File: config.mk
export PLATFORM = sky130hd
export DESIGN_NAME = adc_readout_event_parser_unit
export DESIGN_NICKNAME = d
export VERILOG_FILES = /design/src/sv/arep_pkg.sv /design/src/sv/arep_out_queue.sv /design/src/sv/adc_readout_event_parser_unit.sv
export SDC_FILE = /design/constraint.sdc
export NUM_CORES = 1
export LEC_CHECK = 0
export BUFFER_PORTS_ARGS = -buffer_cell sky130_fd_sc_hd__buf_2
export CORE_MARGIN = 3
export CORE_UTILIZATION = 58
export CTS_BUF_LIST = sky130_fd_sc_hd__clkbuf_4
export DETAILED_ROUTE_END_ITERATION = 12
export GPL_TIMING_DRIVEN = 0
export PLACE_DENSITY_LB_ADDON = 0.05
export SETUP_SLACK_MARGIN = 0.1
export SYNTH_ARGS = -nofsm -noshare
export SYNTH_HDL_FRONTEND = slang
export SYNTH_SLANG_ARGS = --single-unit
File: constraint.sdc
create_clock -name i_clk -period 6.9 [get_ports i_clk]
set_input_delay 0 -clock i_clk [delete_from_list [all_inputs] [get_ports i_clk]]
set_output_delay 0 -clock i_clk [all_outputs]
set_load 0.03 [all_outputs]
File: src/sv/arep_pkg.sv
package arep_pkg;

    // Default sizes of the parser
    localparam int MARKER_WINDOW_DEF = 12;
    localparam int MAX_ENTRIES_DEF   = 32;

    // Depth of the result queue; two slots are kept free for one request
    localparam int QUEUE_DEPTH = 4;

    // Stream widths
    localparam int IN_TDATA_W  = 16;
    localparam int OUT_TDATA_W = 104;
    localparam int CFG_ADDR_W  = 2;
    localparam int CFG_DATA_W  = 13;

    // Special words of the event stream
    localparam logic [15:0] WORD_MARKER = 16'hff01;
    localparam logic [15:0] WORD_STOP   = 16'hdddd;
    localparam logic [15:0] WORD_FILLER = 16'hffff;

    // Configuration register indexes
    localparam logic [CFG_ADDR_W-1:0] CFG_TARGET_SLOT    = 2'd0;
    localparam logic [CFG_ADDR_W-1:0] CFG_OVERFLOW_VALUE  = 2'd1;
    localparam logic [CFG_ADDR_W-1:0] CFG_UNDERFLOW_VALUE = 2'd2;

    // Configuration reset values
    localparam logic [4:0]  TARGET_SLOT_RST     = 5'd9;
    localparam logic [12:0] OVERFLOW_VALUE_RST  = 13'd5000;
    localparam logic [12:0] UNDERFLOW_VALUE_RST = 13'h1c18;  // -1000

    // Record kinds
    localparam logic KIND_HIT = 1'b0;
    localparam logic KIND_END = 1'b1;

    typedef enum logic [3:0] {
        PH_LEN     = 4'd0,
        PH_SEEK    = 4'd1,
        PH_BLOCK   = 4'd2,
        PH_HDR_LO  = 4'd3,
        PH_DATA_HI = 4'd4,
        PH_DATA_LO = 4'd5,
        PH_EOB_HI  = 4'd6,
        PH_EOB_LO  = 4'd7,
        PH_IDLE    = 4'd8
    } t_phase;

    // One result record
    typedef struct packed {
        logic               kind;
        logic [4:0]         slot;
        logic [4:0]         chan;
        logic signed [13:0] value;
        logic               mark;
        logic [15:0]        hits;
        logic [23:0]        endc;
        logic [31:0]        evno;
        logic               trunc;
        logic               last;
    } t_rec;

    // Records produced by one request, in order
    typedef struct packed {
        logic [1:0] cnt;
        t_rec       rec0;
        t_rec       rec1;
    } t_push;

endpackage

File: src/sv/arep_out_queue.sv
module arep_out_queue
    import arep_pkg::*;
(
    input  logic  i_clk,
    input  logic  i_rst_n,
    input  t_push i_push,
    output logic  o_room,
    output logic  o_valid,
    input  logic  i_ready,
    output t_rec  o_rec
);

    localparam int PTR_W = $clog2(QUEUE_DEPTH);
    localparam int CNT_W = $clog2(QUEUE_DEPTH + 1);

    t_rec             r_mem [QUEUE_DEPTH];
    logic [PTR_W-1:0] r_rd;
    logic [PTR_W-1:0] r_wr;
    logic [CNT_W-1:0] r_count;
    logic             pop;
    logic [PTR_W-1:0] wr_next;

    assign o_valid = (r_count != '0);
    assign o_rec   = r_mem[r_rd];
    assign pop     = o_valid && i_ready;
    assign wr_next = PTR_W'(r_wr + PTR_W'(1));

    // Room for the two records one request can make
    assign o_room = (r_count <= CNT_W'(QUEUE_DEPTH - 2));

    // Record storage
    always_ff @(posedge i_clk) begin
        if (i_push.cnt != 2'd0) begin
            r_mem[r_wr] <= i_push.rec0;
        end
        if (i_push.cnt == 2'd2) begin
            r_mem[wr_next] <= i_push.rec1;
        end
    end

    // Pointers and fill level
    always_ff @(posedge i_clk) begin
        if (!i_rst_n) begin
            r_rd    <= '0;
            r_wr    <= '0;
            r_count <= '0;
        end else begin
            r_wr    <= PTR_W'(r_wr + PTR_W'(i_push.cnt));
            r_count <= CNT_W'(r_count + CNT_W'(i_push.cnt) - CNT_W'(pop));
            if (pop) begin
                r_rd <= PTR_W'(r_rd + PTR_W'(1));
            end
        end
    end

endmodule

File: src/sv/adc_readout_event_parser_unit.sv
// Readout parser for a peak-sensing ADC event stream.
// The slave stream takes one 16-bit word per request: the event length first,
// then the words of the event. The parser looks for the marker word in the
// first MARKER_WINDOW words, then walks the module blocks and emits a hit
// record for each entry of the target slot. The last word of an event emits
// an end-of-event record (tuser = 1) with marker flag, hit count, end-word
// counter, event number and a truncation flag; tlast marks the final record
// of one input word. A record is queued when its word is accepted and leaves
// the master side once the records ahead of it are taken. One word is accepted
// every cycle while s_axis_tready is high; a word that makes both a hit and an
// end record queues both. Records wait in a four-entry queue, and
// s_axis_tready falls while more than two are queued, so a stalled receiver
// stops the input after at most four records. The configuration channel
// writes target slot, overflow and underflow values and is always ready; the
// user must write it only between events, which the parser does not enforce.
// Reset empties the queue, returns to waiting for a length word, clears the
// counters and loads the default configuration.
module adc_readout_event_parser_unit
    import arep_pkg::*;
#(
    parameter int MARKER_WINDOW = MARKER_WINDOW_DEF,
    parameter int MAX_ENTRIES   = MAX_ENTRIES_DEF
) (
    input  logic                   i_clk,
    input  logic                   i_rst_n,
    // word[15:0]
    input  logic [IN_TDATA_W-1:0]  s_axis_tdata,
    input  logic                   s_axis_tvalid,
    output logic                   s_axis_tready,
    // hit_slot[4:0], hit_channel[9:5], hit_value[23:10], marker_found[24],
    // hit_count[40:25], end_word_count[64:41], event_number[96:65],
    // truncated[97], zero[103:98]
    output logic [OUT_TDATA_W-1:0] m_axis_tdata,
    // kind[0]
    output logic [0:0]             m_axis_tuser,
    output logic                   m_axis_tlast,
    output logic                   m_axis_tvalid,
    input  logic                   m_axis_tready,
    input  logic                   i_cfg_valid,
    output logic                   o_cfg_ready,
    input  logic [CFG_ADDR_W-1:0]  i_cfg_addr,
    input  logic [CFG_DATA_W-1:0]  i_cfg_data
);

    localparam int ENTRY_W = $clog2(MAX_ENTRIES + 1);

    // Configuration
    logic [4:0]  r_target;
    logic [12:0] r_ovf;
    logic [12:0] r_unf;

    // Parser state
    t_phase               r_phase, n_phase;
    logic [15:0]          r_pos, n_pos;
    logic [15:0]          r_len, n_len;
    logic [4:0]           r_mslot, n_mslot;
    logic [ENTRY_W-1:0]   r_entries, n_entries;
    logic [15:0]          r_pend, n_pend;
    logic                 r_seen, n_seen;
    logic [15:0]          r_hits, n_hits;
    logic [23:0]          r_endc, n_endc;
    logic [31:0]          r_events, n_events;

    logic               in_acc;
    logic [15:0]        word;
    logic               at_end;
    logic               hit_fire;
    logic               trunc;
    logic signed [13:0] hit_value;
    logic [7:0]         hdr_count;
    t_rec               hit_rec;
    t_rec               end_rec;
    t_push              push;
    t_rec               out_rec;
    logic               q_room;

    assign word        = s_axis_tdata;
    assign in_acc      = s_axis_tvalid && s_axis_tready;
    assign o_cfg_ready = 1'b1;
    assign hdr_count   = word[15:8];

    // Configuration writes; unknown indexes are ignored
    always_ff @(posedge i_clk) begin
        if (!i_rst_n) begin
            r_target <= TARGET_SLOT_RST;
            r_ovf    <= OVERFLOW_VALUE_RST;
            r_unf    <= UNDERFLOW_VALUE_RST;
        end else if (i_cfg_valid && o_cfg_ready) begin
            case (i_cfg_addr)
                CFG_TARGET_SLOT:     r_target <= i_cfg_data[4:0];
                CFG_OVERFLOW_VALUE:  r_ovf    <= i_cfg_data;
                CFG_UNDERFLOW_VALUE: r_unf    <= i_cfg_data;
                default: ;
            endcase
        end
    end

    // Next parser state for one accepted word
    always_comb begin
        n_phase   = r_phase;
        n_pos     = r_pos;
        n_len     = r_len;
        n_mslot   = r_mslot;
        n_entries = r_entries;
        n_pend    = r_pend;
        n_seen    = r_seen;
        n_hits    = r_hits;
        n_endc    = r_endc;
        n_events  = r_events;
        at_end    = 1'b0;
        hit_fire  = 1'b0;
        hit_value = '0;
        trunc     = 1'b0;
        if (in_acc) begin
            if (r_phase == PH_LEN) begin
                n_len   = word;
                n_pos   = '0;
                n_seen  = 1'b0;
                n_hits  = '0;
                n_phase = PH_SEEK;
                at_end  = (word == 16'd0);
            end else begin
                n_pos  = r_pos + 16'd1;
                at_end = (n_pos == r_len);
                unique case (r_phase)
                    PH_SEEK: begin
                        priority if (word == WORD_MARKER) begin
                            n_seen  = 1'b1;
                            n_phase = PH_BLOCK;
                        end else if (n_pos >= 16'(MARKER_WINDOW)) begin
                            n_phase = PH_IDLE;
                        end
                    end
                    PH_BLOCK: begin
                        // The last word of the event never opens a block
                        if (!at_end) begin
                            priority if (word == WORD_STOP) begin
                                n_phase = PH_IDLE;
                            end else if (word != WORD_FILLER) begin
                                n_mslot = word[15:11];
                                n_phase = PH_HDR_LO;
                            end
                        end
                    end
                    PH_HDR_LO: begin
                        if (hdr_count > 8'(MAX_ENTRIES)) begin
                            n_entries = ENTRY_W'(MAX_ENTRIES);
                        end else begin
                            n_entries = ENTRY_W'(hdr_count);
                        end
                        n_phase = (n_entries != '0) ? PH_DATA_HI : PH_EOB_HI;
                    end
                    PH_DATA_HI: begin
                        n_pend  = word;
                        n_phase = PH_DATA_LO;
                    end
                    PH_DATA_LO: begin
                        if (r_pend[15:11] == r_mslot && r_mslot == r_target) begin
                            hit_fire = 1'b1;
                            priority if (word[12]) begin
                                hit_value = {1'b0, r_ovf};
                            end else if (word[13]) begin
                                hit_value = {r_unf[12], r_unf};
                            end else begin
                                hit_value = {2'b00, word[11:0]};
                            end
                            if (r_hits != 16'hffff) begin
                                n_hits = r_hits + 16'd1;
                            end
                        end
                        if (r_entries != '0) begin
                            n_entries = r_entries - ENTRY_W'(1);
                        end
                        n_phase = (n_entries != '0) ? PH_DATA_HI : PH_EOB_HI;
                    end
                    PH_EOB_HI: begin
                        n_pend  = word;
                        n_phase = PH_EOB_LO;
                    end
                    PH_EOB_LO: begin
                        // Keep the counter unless slot and end flag match
                        if (r_pend[15:11] == r_mslot && r_pend[10]) begin
                            n_endc = {r_pend[7:0], word};
                        end
                        n_phase = PH_BLOCK;
                    end
                    default: begin
                        n_phase = PH_IDLE;
                    end
                endcase
            end
            if (at_end) begin
                trunc = (n_phase == PH_HDR_LO) || (n_phase == PH_DATA_HI) ||
                        (n_phase == PH_DATA_LO) || (n_phase == PH_EOB_HI) ||
                        (n_phase == PH_EOB_LO);
                n_events = r_events + 32'd1;
                n_phase  = PH_LEN;
            end
        end
    end

    // Parser registers
    always_ff @(posedge i_clk) begin
        if (!i_rst_n) begin
            r_phase   <= PH_LEN;
            r_pos     <= '0;
            r_len     <= '0;
            r_mslot   <= '0;
            r_entries <= '0;
            r_pend    <= '0;
            r_seen    <= 1'b0;
            r_hits    <= '0;
            r_endc    <= '0;
            r_events  <= '0;
        end else begin
            r_phase   <= n_phase;
            r_pos     <= n_pos;
            r_len     <= n_len;
            r_mslot   <= n_mslot;
            r_entries <= n_entries;
            r_pend    <= n_pend;
            r_seen    <= n_seen;
            r_hits    <= n_hits;
            r_endc    <= n_endc;
            r_events  <= n_events;
        end
    end

    // Build the records of this word; the end record always comes last
    always_comb begin
        hit_rec       = '0;
        hit_rec.kind  = KIND_HIT;
        hit_rec.slot  = r_mslot;
        hit_rec.chan  = r_pend[4:0];
        hit_rec.value = hit_value;
        hit_rec.last  = !at_end;

        end_rec       = '0;
        end_rec.kind  = KIND_END;
        end_rec.mark  = n_seen;
        end_rec.hits  = n_hits;
        end_rec.endc  = n_endc;
        end_rec.evno  = n_events;
        end_rec.trunc = trunc;
        end_rec.last  = 1'b1;

        push = '0;
        priority if (hit_fire && at_end) begin
            push.cnt  = 2'd2;
            push.rec0 = hit_rec;
            push.rec1 = end_rec;
        end else if (hit_fire) begin
            push.cnt  = 2'd1;
            push.rec0 = hit_rec;
        end else if (at_end) begin
            push.cnt  = 2'd1;
            push.rec0 = end_rec;
        end
    end

    arep_out_queue u_queue (
        .i_clk   (i_clk),
        .i_rst_n (i_rst_n),
        .i_push  (push),
        .o_room  (q_room),
        .o_valid (m_axis_tvalid),
        .i_ready (m_axis_tready),
        .o_rec   (out_rec)
    );

    assign s_axis_tready   = q_room;
    assign m_axis_tuser[0] = out_rec.kind;
    assign m_axis_tlast    = out_rec.last;
    assign m_axis_tdata    = {6'b000000, out_rec.trunc, out_rec.evno, out_rec.endc,
                              out_rec.hits, out_rec.mark, out_rec.value,
                              out_rec.chan, out_rec.slot};

`ifndef SYNTHESIS
    // An end-of-event record is always the final record of its word
    a_end_is_last: assert property (@(posedge i_clk) disable iff (!i_rst_n)
        m_axis_tvalid && m_axis_tuser[0] |-> m_axis_tlast)
        else $error("end record without tlast");

    // A zero length word makes a record visible in the next cycle
    a_zero_len_record: assert property (@(posedge i_clk) disable iff (!i_rst_n)
        in_acc && r_phase == PH_LEN && s_axis_tdata == 16'd0 |=> m_axis_tvalid)
        else $error("zero length event gave no record");

    // The last word of an event returns the parser to the length word
    a_end_restarts: assert property (@(posedge i_clk) disable iff (!i_rst_n)
        in_acc && at_end |=> r_phase == PH_LEN)
        else $error("parser did not return to length word");
`endif

endmodule
# Yosys cells after proc, flatten, opt, wreduce, memory -nomap -nowiden
# Memory sizes are Yosys's and may differ from the RTL's. A register that Yosys moved wholly into a read port is not among the register bits.
# Index checks and enable logic that the tools add are counted.
dict set report totals {
  regBits 174
  ramBits 400
  elab_cells 142
  memories 1
  input_bits 36
}
dict set report classes {
  eq_ne 22
  n_reduce_logical 27
  magnitude_cmp 3
  bitwise_logic 3
  n_addsub 9
  mux 61
}
# name depth width rd rd_ports_with_merged_regs wr line_no
set memory_table {}
lappend memory_table {u_queue.r_mem 4 100 1 1 2 arep_out_queue.sv:16} ;# t_rec r_mem [QUEUE_DEPTH];
# op count
set op_table {}
lappend op_table {{$mux 101} 2}
lappend op_table {{$mux 102} 1}
lappend op_table {{$mux 100} 1}
lappend op_table {{$mux 16} 6}
lappend op_table {{$mux 24} 4}
lappend op_table {{$mux 14} 6}
lappend op_table {{$mux 32} 2}
lappend op_table {{$mux 6} 8}
lappend op_table {{$add 16x1->16 const B} 2}
lappend op_table {{$add 32x1->32 const B} 1}
lappend op_table {{$eq 16x16->1 const B} 2}
lappend op_table {{$eq 4x3->1 const B} 8}
lappend op_table {{$mux 4} 8}
lappend op_table {{$ne 16x16->1 const B} 2}
lappend op_table {{$pmux 4 s7} 1}
lappend op_table {{$reduce_bool 6->1} 3}
lappend op_table {{$mux 1} 17}
lappend op_table {{$eq 16x16->1} 1}
lappend op_table {{$ge 16x4->1 const B} 1}
lappend op_table {{$logic_not 16->1} 1}
lappend op_table {{$eq 4x2->1 const B} 3}
lappend op_table {{$pmux 6 s2} 1}
lappend op_table {{$eq 5x5->1} 2}
lappend op_table {{$gt 8x6->1 const B} 1}
lappend op_table {{other kinds (22)} 41}

# Logic depth before layout (Yosys ltp)
# Gate-level depths: netlist of run 1.
dict set report depth {
  depth_word 23
  depth_mapped 20
}

# Hierarchy
# From an unflattened synthesis of run 1, not the netlist that was laid out.
dict set report hier_totals {
  cells_unflattened 2317
  area_unflattened_um2 29971.2
}
# mod area_per_inst_um2 cells_per_inst n_inst
set by_module_without_submodules {}
lappend by_module_without_submodules {arep_out_queue 19759.0 1016 1}
lappend by_module_without_submodules {adc_readout_event_parser_unit 10212.3 1301 1}

# Least setup slack after synthesis of run 1
# No wires, ideal clock.
dict set report synth_timing {
  path_type {register -> register}
  start {reg r_pos[1]}
  end {mem u_queue.r_mem[2][0] (netlist name), enable pin}
  arrival_time_ns 5.665
  synth_period_minus_slack_ns 6.095
  path_stages_with_launch 17
  setup_slack_ns 0.805
  required_time_ns 6.470
  setup_ns 0.430
  path_cell_list {dfxtp_1 ha_1 nand3_2 or3_1 mux2i_1 a2111o_1 nor4_4 a31oi_1 clkbuf_1 clkbuf_1 nor2_1 inv_1 ha_1 nor3b_1 nor2_1 clkbuf_1 inv_1}
}
# item line_no
set synth_rtl {}
lappend synth_rtl {{start, declared} adc_readout_event_parser_unit.sv:54} ;# logic [15:0] r_pos, n_pos;
lappend synth_rtl {{start signal, assigned} adc_readout_event_parser_unit.sv:217} ;# r_pos <= n_pos;
lappend synth_rtl {{end, declared} arep_out_queue.sv:16}

==> results of run 1 <==
[power by group]
part,internal [mW],switching [mW]
clock,1.60,1.37
combinational,0.757,1.29
sequential,3.60,0.0314
total,5.96,2.69
[critical path: cells and delay by family, from the launching register on]
kind | cells | cell delay, ps
AOI/OAI and AO/OA | 4 | 1040
and+or+nand+nor | 6 | 1650
buffers and inverters | 7 | 2000
DFF | 1 | 500
adders and majority gates | 2 | 670
[metrics by stage]
step / cells / TNS, ps / hold slack, ps
2_1_floorplan: 2231 / 0 / 71.8
3_3_place_gp: 2943 / -631970 / 230
3_5_place_dp: 2947 / -35310 / 236
4_1_cts: 3285 / 0 / 4.21
5_1_grt: 3285 / 0 / 58.1
6_report: 3285 / 0 / 90.6
[cell type report]
class,count,area share
Sequential cell,574,0.495
Multi-Input combinational cell,1467,0.336
Clock buffer,239,0.0611
Timing Repair Buffer,214,0.0523
Tap cell,577,0.0246
Buffer,162,0.0227
Inverter,27,0.00413
Clock inverter,24,0.00409
Antenna cell,1,0.0000852
[final timing paths]
kind / depth (start not counted) / end / from / slack (ps)
max: 19 / u_queue.r_mem[1][41] / r_pos[1] / 590
min: 4 / r_mslot[3] / s_axis_tdata[14] / 90
max reg2reg: 19 / u_queue.r_mem[1][41] / r_pos[1] / 590
min reg2reg: 2 / u_queue.r_mem[2][89] / u_queue.r_mem[2][89] / 460
[sequential cells by signal, indices dropped and copies added, names as in the netlist, named ones only]
signal           count
u_queue.r_mem      400
r_events            32
r_endc              24
r_hits              16
r_len               16
r_pos               16
r_pend              14
r_ovf               13
r_unf               13
r_entries            6
r_mslot              5
r_target             5
r_phase              4
u_queue.r_count      3
u_queue.r_rd         2
u_queue.r_wr         2
r_seen               1
[logic make-up (layout without fill, tap and decap cells)]
kind of cell	after synthesis	in the layout	synth area share
buffers and inverters	190	666	0.0306
AOI/OAI and AO/OA	471	471	0.114
xor gates and xnor gates	48	48	0.0167
DFF	574	574	0.578
and+or+nand+nor	778	778	0.144
adders and majority gates	14	14	0.00727
other	2	8	0.000299
muxes	149	149	0.109
[layer usage]
metal | up-vias | part of all wire | track usage
met4 | 0 | 0.029 | 0.125
met2 | 877 | 0.49 | 0.512
met1 | 9751 | 0.40 | 0.408
li1 | 9034 | - | -
met3 | 141 | 0.077 | 0.0551
met5 | - | 0 | 0
[cells in the final DEF, fill, tap and decap left out, types with 27 or more instances in the layout]
| cell type | instances |
|---|---|
| a21oi_1 | 242 |
| a22o_1 | 57 |
| buf_2 | 151 |
| clkbuf_1 | 118 |
| clkbuf_4 | 239 |
| dfxtp_1 | 270 |
| dlygate4sd3_1 | 75 |
| edfxtp_1 | 304 |
| mux2i_1 | 48 |
| mux4_2 | 100 |
| nand2_1 | 241 |
| nand3_1 | 47 |
| nand4_1 | 27 |
| nor2_1 | 295 |
| o21ai_0 | 86 |
| or3_1 | 29 |
| xnor2_1 | 32 |
[timing repair]
action	4_1_cts	5_1_grt
endpoints found under the setup margin	251	422
pin swaps	0	1
gates resized for setup	3	13
setup buffers	0	0
hold buffers	75	0
hold endpoints to repair	203	0
==> results.toml, run 1 <==
[sta]
setup_slack_ps = 585
period_needed_ps = 6310
rsz0062_at_grt = "no"
skew_ps = 60.6
fmax_ghz = 0.158
final_max_slew_viol_count = 0
fin_crit_sh = 0.915
worst-slew-pin-transition_ps = 1480
hold_viol_final = 0
slew_headroom = 0.00216
finalSetupViolCount = 0

[worst_setup_path]
path_cells = "ha_1 -> nand3_2 -> buf_2 -> a311o_1 -> o21ai_0 -> o311ai_0 -> nor4_2 -> a31oi_1 -> clkbuf_2 -> nor2_2 -> inv_1 -> ha_1 -> nor2_1 -> and2_1 -> clkbuf_1 -> nor2_1 -> clkbuf_2 -> inv_6 -> buf_16"
crit_slowest_cell = "nor4_2"
start_kind = "register"
endpoint_kind = "register"
crit_fanout = 57
critPathKind = "register to register"
crit_required_ps = 7390
slowest_delay_ps = 620
critical_path_arrival_ps = 6800

[power_and_ir_drop]
cellLeakagePower_nw = 9.88
peakVddDrop_mv = 0.238
p_total_mw = 8.64
power_density_mw_per_mm2 = 294

[routing]
routed_wl_um = 71400
drtPass1Iterations = 8
wl_per_cell_um = 21.7
drt_iter0_markers = 1843
ant_nets = 0
via_per_inst = 6.03
via_count = 19800
drc = 0

[die]
die_y_um = 214
dieArea_mm2 = 0.0459
fp.coreArea_mm2 = 0.0424
rows = 75
io-pin-count = 145
initial_utilization = 0.592
dieWidth_um = 214

[cells_and_area]
design_area_mm2 = 0.0294
n_fill_cell = 3283
seqCellArea_mm2 = 0.0145
area_growth_syn_to_layout_pct = 16.9
drive_above_1_share = 0.207
nets = 2645
multi_input_area_mm2 = 0.00988
post-route-util = 0.693

[synthesis]
synth_ff_type = "edfxtp_1"
seq_area_frac_synth = 0.578
ys_async_sr_fraction = 0
yosysWarnings = 0
synthCells = 2226
synth_common_cells = "edfxtp_1, nor2_1, dfxtp_1, a21oi_1, nand2_1"
syn_area_mm2 = 0.0251
yosys-top-cells-area = "edfxtp_1, dfxtp_1, mux4_2, a21oi_1, nor2_1"
yosysMostFrequentCell = "edfxtp_1"
syn_avg_cell_area_um2 = 11.3
synth-edff-count = 304
ys_ff_latch = 574
netlist.area_leader.share = 0.363
synth_cell_types = 76
yosys.area.top_type = "edfxtp_1"

[status]
violations = "capacitance limit"
outcome = "complete, but fails checks"

[clock_network]
clock_latency_ps = 870
cts_tree = "built"
cts_buffer_depth = 3
htree_levels = 4
cts_buffers = 149
clkTransAtPathRegs_ps = 70
cts_root_buf = "clkbuf_4"
cts.sinks = 574

[placement]
gp_congestion = 0.980
dpl_cell_area_mm2 = 0.0267
place_ws_ps = -360
hpwl_um = 47500
portBuffers = 135

[global_route]
grt_overflow_total = 0
grt_pass1_wl_um = 110000
grt_pass1_vias = 19600
grt_max_degree = 58
antenna_found_initial = 1
grt_util_all_layers = 0.309

[min_path]
min_path_type = "input port to register"

[run]
drv_cap = 1
Note: power is estimated with default switching activity, not from simulation.
==> run 2, diff against run 1 <==
--- a/config.mk
+++ b/config.mk
@@ -5,11 +5,12 @@
 export SDC_FILE = /design/constraint.sdc
 export NUM_CORES = 1
 export LEC_CHECK = 0
-export BUFFER_PORTS_ARGS = -buffer_cell sky130_fd_sc_hd__buf_2
 export CORE_MARGIN = 3
 export CORE_UTILIZATION = 58
 export CTS_BUF_LIST = sky130_fd_sc_hd__clkbuf_4
+export CTS_CLUSTER_SIZE = 16
 export DETAILED_ROUTE_END_ITERATION = 12
+export DONT_BUFFER_PORTS = 1
 export GPL_TIMING_DRIVEN = 0
 export PLACE_DENSITY_LB_ADDON = 0.05
 export SETUP_SLACK_MARGIN = 0.1
==> results.toml, run 2 (synthesized netlist as in run 1, its figures left out) <==
[routing]
drt_iter0_markers = 1942
wl_per_cell_um = 22.1
routed_wl_um = 70700
via_count = 19300
ant_nets = 0
drc = 0
drtPass1Iterations = 6
via_per_inst = 6.05

[die]
io-pin-count = 145
dieWidth_um = 214
initial_utilization = 0.592
dieArea_mm2 = 0.0459
die_y_um = 214
fp.coreArea_mm2 = 0.0424
rows = 75

[worst_setup_path]
endpoint_kind = "register"
critPathKind = "register to register"
critical_path_arrival_ps = 7070
path_cells = "ha_1 -> nand3_2 -> buf_2 -> nor2_1 -> xnor2_1 -> a2111o_1 -> nor4_4 -> a31oi_1 -> buf_2 -> nor2_1 -> inv_1 -> ha_1 -> nor3_2 -> nor2_1 -> clkbuf_1 -> inv_4 -> buf_16"
crit_required_ps = 7520
start_kind = "register"
slowest_delay_ps = 530
crit_slowest_cell = "nor4_4"
crit_top_cell = "nor2_1"
crit_fanout = 52

[clock_network]
cts.sinks = 574
cts_root_buf = "clkbuf_4"
cts_buffers = 147
cts_buffer_depth = 3
clock_latency_ps = 980
clkTransAtPathRegs_ps = 60
htree_levels = 4
cts_tree = "built"

[global_route]
grt_util_all_layers = 0.308
antenna_found_initial = 1
grt_pass1_vias = 19300
grt_max_degree = 58
grt_overflow_total = 0
grt_pass1_wl_um = 109000

[sta]
slew_headroom = 0.169
fin_crit_sh = 0.935
hold_viol_final = 0
rsz0062_at_grt = "no"
skew_ps = 43.9
finalSetupTns_ps = 0
fmax_ghz = 0.155
worst-slew-pin-transition_ps = 1230
final_max_slew_viol_count = 0
finalSetupViolCount = 0
period_needed_ps = 6450

[cells_and_area]
largest_reg_flops = 400
drive_above_1_share = 0.162
nets = 2541
top_register = "u_queue.r_mem"
fin_cells = 3195
final_common_cell = "edfxtp_1"
n_fill_cell = 3282
seqCellArea_mm2 = 0.0145
area_growth_syn_to_layout_pct = 15.9
top_regs = "u_queue.r_mem: 400 flops, r_events: 32 flops, r_endc: 24 flops"
multi_input_area_mm2 = 0.00987
most-common-layout-cells = "edfxtp_1, nor2_1, dfxtp_1"
post-route-util = 0.687

[run]
drv_cap = 0

[status]
outcome = "finished, final reports clean"

[min_path]
min_path_type = "input port to register"

[placement]
portBuffers = 0
hpwl_um = 46800
dp_cells = 2812
gp_congestion = 0.928

[power_and_ir_drop]
power_density_mw_per_mm2 = 295
cellLeakagePower_nw = 9.54
seqPwrFrac = 0.422
peakVddDrop_mv = 0.153
intPower_mw = 5.94
switching_share = 0.309
pwr-share-comb = 0.214
pwr-share-clk = 0.364
p_switching_mw = 2.66
-- run 2: per-layer routing --
metal  share of wire  routed length [um]  global-route usage  vias up
met5               0                   0                   0        -
met4           0.038                2720               0.131        0
met3           0.089                6330              0.0802      180
met2            0.48               33700               0.497      960
met1            0.40               28000               0.400     9350
li1                -                   -                   -     8831
-- run 2: final cells by class --
type / instances / share of cell area
Clock inverter: 35 / 0.00910
Tap cell: 577 / 0.0248
Buffer: 162 / 0.0228
Multi-Input combinational cell: 1467 / 0.339
Clock buffer: 236 / 0.0608
Inverter: 27 / 0.00382
Timing Repair Buffer: 112 / 0.0408
Antenna cell: 5 / 0.000429
Sequential cell: 574 / 0.499
-- run 2: power by group through the flow --
stage	registers [mW]	clock network [mW]	logic, mW
final	3.63	3.13	1.84
after global routing	3.63	3.38	1.93
after CTS	3.63	3.18	1.85
after detailed placement	3.71	0	1.79
after global placement	3.70	0	1.78
after floorplan	3.70	0	1.47
-- run 2: path summary, 6_finish.rpt --
check                start  slack (ps)  cells after the start              endpoint
max reg2reg       r_pos[1]         450                     17  u_queue.r_mem[0][43]
min reg2reg       r_unf[0]         450                      2              r_unf[0]
min          s_axis_tvalid         140                      5             r_pos[15]
max               r_pos[1]         450                     17  u_queue.r_mem[0][43]
-- run 2: critical path, delay by kind of cell, from the launching register on --
kind,cells,cell delay (ps)
and+or+nand+nor,6,2100
buffers and inverters,6,1790
AOI/OAI and AO/OA,2,770
adders and majority gates,2,670
DFF,1,520
xor gates and xnor gates,1,100
-- run 2: repair_timing --
action                     CTS  global route
setup endpoints to repair  230           295
gates resized for setup      3             1
buffers inserted             0             1
pin swaps                    1             0
gates cloned                 0             0
hold endpoints to repair   259             0
hold buffers               107             0
-- run 2: stage by stage --
| stage | worst slack [ps] | power [mW] | area, um2 | hold slack [ps] |
|---|---|---|---|---|
| after floorplan | 805 | 5.16 | 25100 | 71.8 |
| after CTS | 191 | 8.67 | 29100 | 30.8 |
| after detailed placement | -431 | 5.49 | 26000 | 81.5 |
| after global routing | 114 | 8.94 | 29100 | 122 |
| final | 451 | 8.60 | 29100 | 140 |
| after global placement | -2390 | 5.48 | 25900 | 76.6 |
